File: src/rtl/thm_cmp.sv
// ----------------------------------------------------------------------------
// thm_cmp
// Shared signed magnitude comparator used by every sift step.
// ----------------------------------------------------------------------------
module thm_cmp #(
  parameter int unsigned WIDTH = 32
) (
  input  logic signed [WIDTH-1:0] a_i,
  input  logic signed [WIDTH-1:0] b_i,
  output logic                    lt_o
);

  // strict signed less-than, equal values never swap
  assign lt_o = (a_i < b_i);

endmodule

File: config.mk
export PLATFORM = sky130hd
export DESIGN_NAME = thm_cmp
export DESIGN_NICKNAME = d
export VERILOG_FILES = /design/src/rtl/thm_cmp.sv
export SDC_FILE = /design/constraint.sdc
export NUM_CORES = 1
export LEC_CHECK = 0
export BUFFER_PORTS_ARGS = -buffer_cell sky130_fd_sc_hd__buf_2
export CORE_MARGIN = 3
export CORE_UTILIZATION = 45
export DETAILED_ROUTE_END_ITERATION = 8
export PLACE_DENSITY_LB_ADDON = 0.05
export RECOVER_POWER = 50
export SETUP_SLACK_MARGIN = 0.15
export SYNTH_ARGS = -nofsm -noshare
export SYNTH_HDL_FRONTEND = slang
export SYNTH_SLANG_ARGS = --single-unit
export TNS_END_PERCENT = 20
File: constraint.sdc
create_clock -name vclk -period 4.7
set_input_delay 0.94 -clock vclk [all_inputs]
set_output_delay 0.94 -clock vclk [all_outputs]
set_load 0.005 [all_outputs]
### Word-level counts from Yosys, hierarchy flattened

Cells that the tools add are included.

* order comparisons: 1

Operators with widths (number)
* less-than comparator 32 bit: 1

* register bits: 0
* bits of input ports: 64

### Longest topological paths before layout

* word-level depth: 1
* gate-level depth with buffers: 8
* depth with buffers taken out: 8

### Worst setup path after synthesis

OpenSTA, ideal clock, no wires.

* path type: input to output
* start: input port b_i[22]
* end: output port lt_o
* arrival: 2289 ps
* data required time: 3760 ps
* slack: 1471 ps
* stages: 8
* path buffers: 0
* cells stage by stage: inv_1 ha_1 a21oi_1 a21boi_1 o21bai_1 a31oi_1 or4b_1 mux2i_1

* word-level cells in the longest chain between the ends: 1

RTL lines
* from (decl): RTL line 9 `input logic signed [WIDTH-1:0] b_i,`
* less-than comparator 32 bit: RTL line 14 `assign lt_o = (a_i < b_i);`
* to (decl): RTL line 10 `output logic lt_o`

No other way between the ends.

### Worst setup path in the final report

* start: input port a_i[22]
* end: output port lt_o

* word-level cells in the longest chain between the ends: 1

RTL lines
* from (decl): RTL line 8 `input logic signed [WIDTH-1:0] a_i,`
* less-than comparator 32 bit: RTL line 14

No other way between the ends.

==> results.yml <==
sta:
  final-hold-violation-count: 0
  finalCritPeriodShare_pct: 74.4
  finalSetupViolations: 0
  max_freq_ghz: 0.286
  fin_setup_tns_ps: 0
  tightest_slew_ps: 238
  drv_slew: 0
  relSlewSlack_pct: 84.0
  rsz0062_at_grt: "false"
  fin_crit_ps: 3500
  hold_ws_ps: 2290
synthesis:
  syn_area_per_cell_um2: 7.31
  netlist_instances: 108
  synth_compound_area_share_pct: 19.7
  ys_seq_area_share_pct: 0
  synth.net_count: 203
  synth_top_family_by_area: "adder cells"
  synth-adder-area-share_pct: 49.1
  syn_area_um2: 790
  yosys_warnings: 0
  synthXorXnorAreaFrac_pct: 0
  muxShareOfSynthArea_pct: 1.27
  yosysUniqueCellTypes: 23
  synth-simple-area-share_pct: 15.2
pwr:
  powerDensity_nw_per_um2: 73.8
  leakage_nw: 0.762
  peakVddDrop_uv: 40.3
drt:
  num_vias: 934
  detail-route-antenna-nets: 0
  wl_um: 1750
  drt_iter0_markers: 5
  drc_errors: 0
  via_per_inst: 4.94
  wire_per_inst_um: 9.24
  drt_pass1_iterations: 4
cells_and_area:
  n_antenna_cell: 0
  areaGrowthSynthToFinish_pct: 43.6
  multi_input_area_um2: 673
  finalNetCount: 270
  num-clock-buffers: 0
  regArea_um2: 0
  seq_cells: 0
  num-fill-cells: 138
  drive_above_1_share_pct: 38.7
worst_setup_path:
  worstSetupStartpointType: "primary input"
  critical_path_arrival_ps: 2560
  crit_type: "in2out"
  crit_chain: "buf_2 > ha_1 > a21oi_1 > a21boi_1 > o21bai_1 > a31oi_1 > or4b_1 > mux2i_1 > clkbuf_1"
  worstSetupStartpoint: "a_i[22]"
  crit_required_ps: 3760
  slowest_stage: "or4b_1"
  crit_path_max_fanout: 3
  cp-end-kind: "output pin"
  slowest_delay_ps: 490
grt:
  grt_pass1_vias: 774
  grt_first_pass_wirelength_um: 2660
  grt_usage_pct: 14.9
  antenna_found_initial: 0
  grt_start_max_net_pins: 5
  grt_overflow_total: 0
floorplan:
  io-pin-count: 65
  die_h_um: 47.9
  start_util_pct: 50.1
  die_w_um: 47.9
  fp-row-count: 14
  core_area_um2: 1580
  die_area_um2: 2290
hold_path:
  hp-start: "a_i[31]"
  worst_hold_path_type: "in2out"
  holdPathStages: 4
placement:
  dpl.hpwl_um: 1710
  port_buffers: 65
  gp_congestion: 0.641
clock_network:
  ctsResizeCount: 0
  post-cts-setup-buffer-count: 0
  cts_hold_buf: 0
run:
  drv_cap: 0
outcome:
  status: "finished clean"
where the power goes:
group	leakage [nW]	total [mW]	switching (mW)	internal [mW]
Combinational	0.762	0.0836	0.0368	0.0468
Sequential	0	0	0	0
Clock	0	0	0	0
per-layer routing:
layer	share of wire [%]	global-route usage [%]	up-vias
met1	41	15.7	388
li1	-	-	508
met2	49	32.2	38
met5	0	0	-
met3	9.5	1.50	0
met4	0	0	0
critical path: cells and delay by family:
kind,cells,cell delay (ps)
buffers and inverters,2,230
AND/OR/NAND/NOR,1,490
AO/OA/AOI/OAI,4,450
multiplexers,1,140
adder cells (fa/ha/maj),1,320
Yosys cell counts:
library cell,instances,area share [%]
a211oi_2,1,1.6
a211o_1,1,1.1
a31oi_1,2,1.6
nand3_1,6,3.8
o21ai_1,1,0.63
nand4_1,5,4.0
a21boi_1,1,0.95
o21ai_0,3,1.9
and3_1,2,1.6
a311oi_2,1,1.9
inv_1,31,15
nor3_1,1,0.63
ha_1,31,49
nor2_1,2,0.95
mux2i_1,1,1.3
nand2b_1,1,0.79
o21bai_1,1,0.95
or4b_1,1,1.3
nor2_2,1,0.79
a22o_1,1,1.1
nand2_1,3,1.4
a21oi_1,8,5.1
a21o_1,3,2.9
final cells by class:
class,count,share of cell area [%]
Timing Repair Buffer,65,28.6
Inverter,31,10.3
Tap cell,16,1.77
Multi-Input combinational cell,77,59.4
cells by family after synthesis:
family,after synthesis
buf+inv,31
simple gates,22
fa+ha+maj,31
mux,1
compound gates,23
cell usage in the layout, fill, tap and decap left out:
master,count
inv_1,31
nor2_2,1
clkbuf_1,1
o21ai_0,3
nand2b_1,1
a211oi_2,1
o21ai_1,1
a21o_1,3
a311oi_2,1
nand3_1,6
buf_2,64
nand2_1,3
a211o_1,1
nor3_1,1
o21bai_1,1
ha_1,31
and3_1,2
nor2_1,2
mux2i_1,1
a31oi_1,2
nand4_1,5
a21boi_1,1
or4b_1,1
a21oi_1,8
a22o_1,1
final timing paths:
check,to
max,lt_o
min,lt_o
through the flow:
stage                     power [mW]  worst slack (ps)  util (%)  std cells  area (um2)
final                         0.0836              1200      71.9        189        1130
after global routing          0.0980              1050      71.9        189        1130
after CTS                     0.0856              1190      72.0        189        1130
after detailed placement      0.0850              1190      72.0        189        1130
after global placement        0.0807              1220      72.0        189        1130
after floorplan               0.0478              1470         -        108         790
Power figures use the tool's default switching activity.
